`config.mk`:
```
export PLATFORM = sky130hd
export DESIGN_NAME = mpv_div_pipe
export DESIGN_NICKNAME = d
export VERILOG_FILES = /design/src/rtl/mpv_div_pipe.sv
export SDC_FILE = /design/constraint.sdc
export NUM_CORES = 2
export LEC_CHECK = 0
export BUFFER_PORTS_ARGS = -buffer_cell sky130_fd_sc_hd__buf_2
export CAP_MARGIN = 20
export CORE_MARGIN = 2
export CORE_UTILIZATION = 50
export DETAILED_ROUTE_END_ITERATION = 10
export PLACE_DENSITY = 0.72
export REMOVE_ABC_BUFFERS = 1
export SLEW_MARGIN = 20
export SYNTH_ARGS = -nofsm -noshare
export SYNTH_HDL_FRONTEND = slang
export SYNTH_SLANG_ARGS = --single-unit
```
`constraint.sdc`:
```
create_clock -name clock -period 3.05 [get_ports clock]
set_clock_uncertainty 0.05 [all_clocks]
set_input_delay 0.4575 -clock clock [delete_from_list [all_inputs] [get_ports clock]]
set_output_delay 0.4575 -clock clock [all_outputs]
set_load 0.01 [all_outputs]
```
`src/rtl/mpv_div_pipe.sv`:
```
// Pipelined unsigned restoring divider, one quotient bit per stage.
// Standalone; carries an opaque sideband word alongside.
`timescale 1ns / 1ps

module mpv_div_pipe #(
   parameter int NW = 31,
   parameter int DW = 9,
   parameter int PW = 1
) (
   input  logic          clock,
   input  logic          reset,
   input  logic          en,
   input  logic          in_vld,
   input  logic [NW-1:0] in_num,
   input  logic [DW-1:0] in_den,
   input  logic [PW-1:0] in_pay,
   output logic          out_vld,
   output logic [NW-1:0] out_quo,
   output logic [PW-1:0] out_pay
);

   logic          vld_ff [NW];
   logic [NW-1:0] num_ff [NW];
   logic [NW-1:0] quo_ff [NW];
   logic [DW-1:0] den_ff [NW];
   logic [DW-1:0] rem_ff [NW];
   logic [PW-1:0] pay_ff [NW];

   for (genvar g = 0; g < NW; g++) begin : g_stage
      localparam int B = NW - 1 - g;
      logic          vld_i;
      logic [NW-1:0] num_i, quo_i, quo_in;
      logic [DW-1:0] den_i, rem_i, rem_in;
      logic [PW-1:0] pay_i;
      logic [DW:0]   sh;
      logic          ge;

      if (g == 0) begin : g_first
         assign vld_i = in_vld;
         assign num_i = in_num;
         assign den_i = in_den;
         assign pay_i = in_pay;
         assign rem_i = '0;
         assign quo_i = '0;
      end else begin : g_next
         assign vld_i = vld_ff[g-1];
         assign num_i = num_ff[g-1];
         assign den_i = den_ff[g-1];
         assign pay_i = pay_ff[g-1];
         assign rem_i = rem_ff[g-1];
         assign quo_i = quo_ff[g-1];
      end

      always_comb begin
         sh = {rem_i, num_i[B]};
         ge = (sh >= {1'b0, den_i});
         rem_in = ge ? DW'(sh - {1'b0, den_i}) : DW'(sh);
         quo_in = quo_i;
         quo_in[B] = ge;
      end

      always_ff @(posedge clock) begin
         if (reset) begin
            vld_ff[g] <= 1'b0;
         end else if (en) begin
            vld_ff[g] <= vld_i;
         end
         if (en) begin
            num_ff[g] <= num_i;
            den_ff[g] <= den_i;
            pay_ff[g] <= pay_i;
            rem_ff[g] <= rem_in;
            quo_ff[g] <= quo_in;
         end
      end
   end

   assign out_vld = vld_ff[NW-1];
   assign out_quo = quo_ff[NW-1];
   assign out_pay = pay_ff[NW-1];

endmodule

```
==> results_dict.tcl <==
set metrics [dict create \
    grt_pass1_wl_mm 148 \
    min_path_type "in2reg" \
    worst_hold_slack_ps 294 \
    p_leak_nw 26.7 \
    setup_violations 0 \
    gr-total-overflow 0 \
    ys_seq_area_share_pct 74.9 \
    slew_viol_final 0 \
    drv_cap 0 \
    cts_setup_buffers 0 \
    ys_warn_count 0 \
    crit_cells 9 \
    worst_pin_slew_ps 753 \
    syn_avg_cell_area_um2 16.9 \
    crit_path_start_kind "register" \
    fin_crit_sh_pct 94.2 \
    synth_commonest_cells "edfxtp_1 (1,563), inv_1 (375), ha_1 (272)" \
    row_count 129 \
    ys_seq_elements 1563 \
    rsz0062_at_grt "no" \
    status "complete, no violations" \
    core-area_um2 124000 \
    relSlewSlack_pct 49.8 \
    crit_chain "inv_1 > ha_1 > inv_1 > fa_1 > a21o_1 > a221oi_2 > a21oi_2 > or2_1 > mux2_4" \
    crit_top_cell "inv_1" \
    fin_area_um2 71200 \
    synthTopCellsByArea "edfxtp_1 (75%), ha_1 (5.4%), mux2_2 (2.6%)" \
    clkTransAtPathRegs_ps 60 \
    worst-path-buf-inv 2 \
    r2r-start "num_ff[9][41]$_DFFE_PP_" \
    area_growth_pct 13.6 \
    rr_worst_depth 9 \
    finalNetCount 4367 \
    drc 0 \
    drt-total-wl_mm 90.4 \
    dieArea_um2 128000 \
    cts_tree "built" \
    die_h_um 358 \
    seqCellArea_um2 46900 \
    crit_start "num_ff[9][41]$_DFFE_PP_" \
    nFillCells 9378 \
    cp-end-kind "register" \
    ys.flop_type "edfxtp_1" \
    async_reset_ff_share_pct 0 \
    yosysTopAreaCell "edfxtp_1" \
    viasPerCell 5.21 \
    crit_type "reg2reg" \
    ctsRootBufferMaster "clkbuf_16" \
    first_iter_violations 1985 \
    worstHoldStart "reset" \
    io_buffer_count 77 \
    worstHoldPathCells 4 \
    worst_ep_arrival_time_ps 3340 \
    cp_slowest_cell "edfxtp_1" \
    path_max_fanout 9 \
    ir_drop_v 0.000649 \
    p_per_area_nw_per_um2 895 \
    post_dp_cell_area_um2 65700 \
    wl_per_cell_um 15.6 \
    antenna_found_initial 0 \
    diodes 0 \
    clkLatencyLatePin_ps 770 \
    vias 30100 \
    fmax_ghz 0.348 \
    synth_enable_flop_cells 1563 \
    fin_crit_ps 2870 \
    dr.pass1.iters 5 \
    drt.antenna.violating_nets 0 \
    htreeDepth 4 \
    max_stage_delay_ps 400 \
    cts_hold_buffers 43 \
    io_pins 78 \
    synth_most_common_cell "edfxtp_1" \
    cts_num_sinks 1563 \
    post_cts_resized 0 \
    fin_setup_tns_ps 0 \
    place_congestion 0.864 \
    timing_hold_violations_final 0 \
    drive_gt1_share_pct 13.5 \
    netlist_area_um2 62700 \
    netlist.area_leader.share_pct 74.9 \
    initial_utilization_pct 50.5 \
    hpwlAfterDp_mm 58.4 \
    multiInputGateArea_um2 14200 \
    grt_usage_pct 14.3 \
    ys_types 70 \
    grt_max_degree 120 \
    clockBufferDepth 3 \
    numCtsBuffers 159 \
    synthesis.instances 3703 \
    crit_family "compound AO/OA/AOI/OAI gates" \
    required_ps 3520 \
    grt_pass1_vias 30200 \
    die_width_um 358 \
]
sequential cells by signal (all words and copies together), names as in the netlist:
| signal | flops |
|---|---|
| pay_ff | 31 |
| vld_ff | 31 |
| rem_ff | 270 |
| num_ff | 465 |
| quo_ff | 496 |
| den_ff | 270 |
final cells by class:
type	instances	share of cell area [%]
inverters	379	2.00
clock buffers	198	5.82
flip-flops and latches	1563	65.9
repair buffers	176	2.14
multi-input cells	1742	20.0
well taps	1637	2.88
clock inverters	92	1.30
cells in the final DEF (no fill, tap or decap), types with 12 or more instances in the layout:
cell and count:
clkinv_1 35, inv_1 375, xor2_1 51, nand4_1 13, o2111ai_1 13, ha_1 272
a21boi_0 12, a21o_1 71, nand2b_1 15, clkbuf_1 38, o211ai_1 17, a211oi_1 20
nand3_1 96, o31ai_1 33, o21a_1 19, fa_1 29, a21oi_1 165, buf_12 23
and3_1 15, edfxtp_1 1563, nor3_1 31, xnor2_1 95, nand2_1 82, clkinv_2 24
buf_4 34, o211a_1 14, buf_2 76, a31oi_1 18, nor2b_1 48, and2_1 36
mux2_2 145, o21ai_0 100, mux2_4 16, clkbuf_16 160, dlygate4sd3_1 43, mux2i_1 42
nor2_1 111
report_power, final:
group | switching (mW) | leakage, nW | internal [mW]
clock network | 7.93 | 2.45 | 10.7
logic | 8.24 | 8.95 | 7.59
registers | 1.47 | 15.3 | 27.8
total | 17.6 | 26.7 | 46.1
logic make-up after synthesis:
| family | count (synthesis) | share of synthesized area [%] |
|---|---|---|
| compound gates | 589 | 6.54 |
| xor+xnor | 146 | 2.04 |
| fa+ha+maj | 301 | 6.35 |
| buf+inv | 398 | 2.46 |
| flops | 1563 | 74.9 |
| mux | 203 | 3.66 |
| simple gates | 503 | 4.09 |
worst register-to-register path, delay by kind of cell, from the launching register on:
family,cells,cell delay (ps)
compound gates,3,750
fa+ha+maj,2,550
flops,1,400
simple gates,1,400
mux,1,350
buf+inv,2,130
metrics by stage:
stage / instances / utilization, % / total power, mW / worst slack (ps)
detailed placement: 5454 / 52.9 / 45.4 / 192
floorplan: 3684 / - / 41.5 / 347
CTS: 5787 / 57.4 / 64.4 / 197
global placement: 5454 / 52.9 / 44.9 / 280
global route: 5787 / 57.4 / 67.4 / 14.6
finish: 5787 / 57.4 / 63.8 / 176
worst paths after layout:
path                              endpoint  slack, ps
setup / recovery   rem_ff[10][6]$_DFFE_PP_        180
hold / removal      vld_ff[1][8]$_DFFE_PP_        290
setup reg to reg   rem_ff[10][6]$_DFFE_PP_        180
hold reg to reg   quo_ff[27][15]$_DFFE_PP_        350
routing by layer:
| layer | track usage, % | share of wire [%] | wire (um) |
|---|---|---|---|
| met2 | 23.7 | 48 | 43500 |
| met5 | 0 | 0 | 0 |
| met3 | 3.09 | 4.1 | 3680 |
| met1 | 18.3 | 45 | 40600 |
| met4 | 5.97 | 3.0 | 2680 |
(Power assumes the default switching activity.)
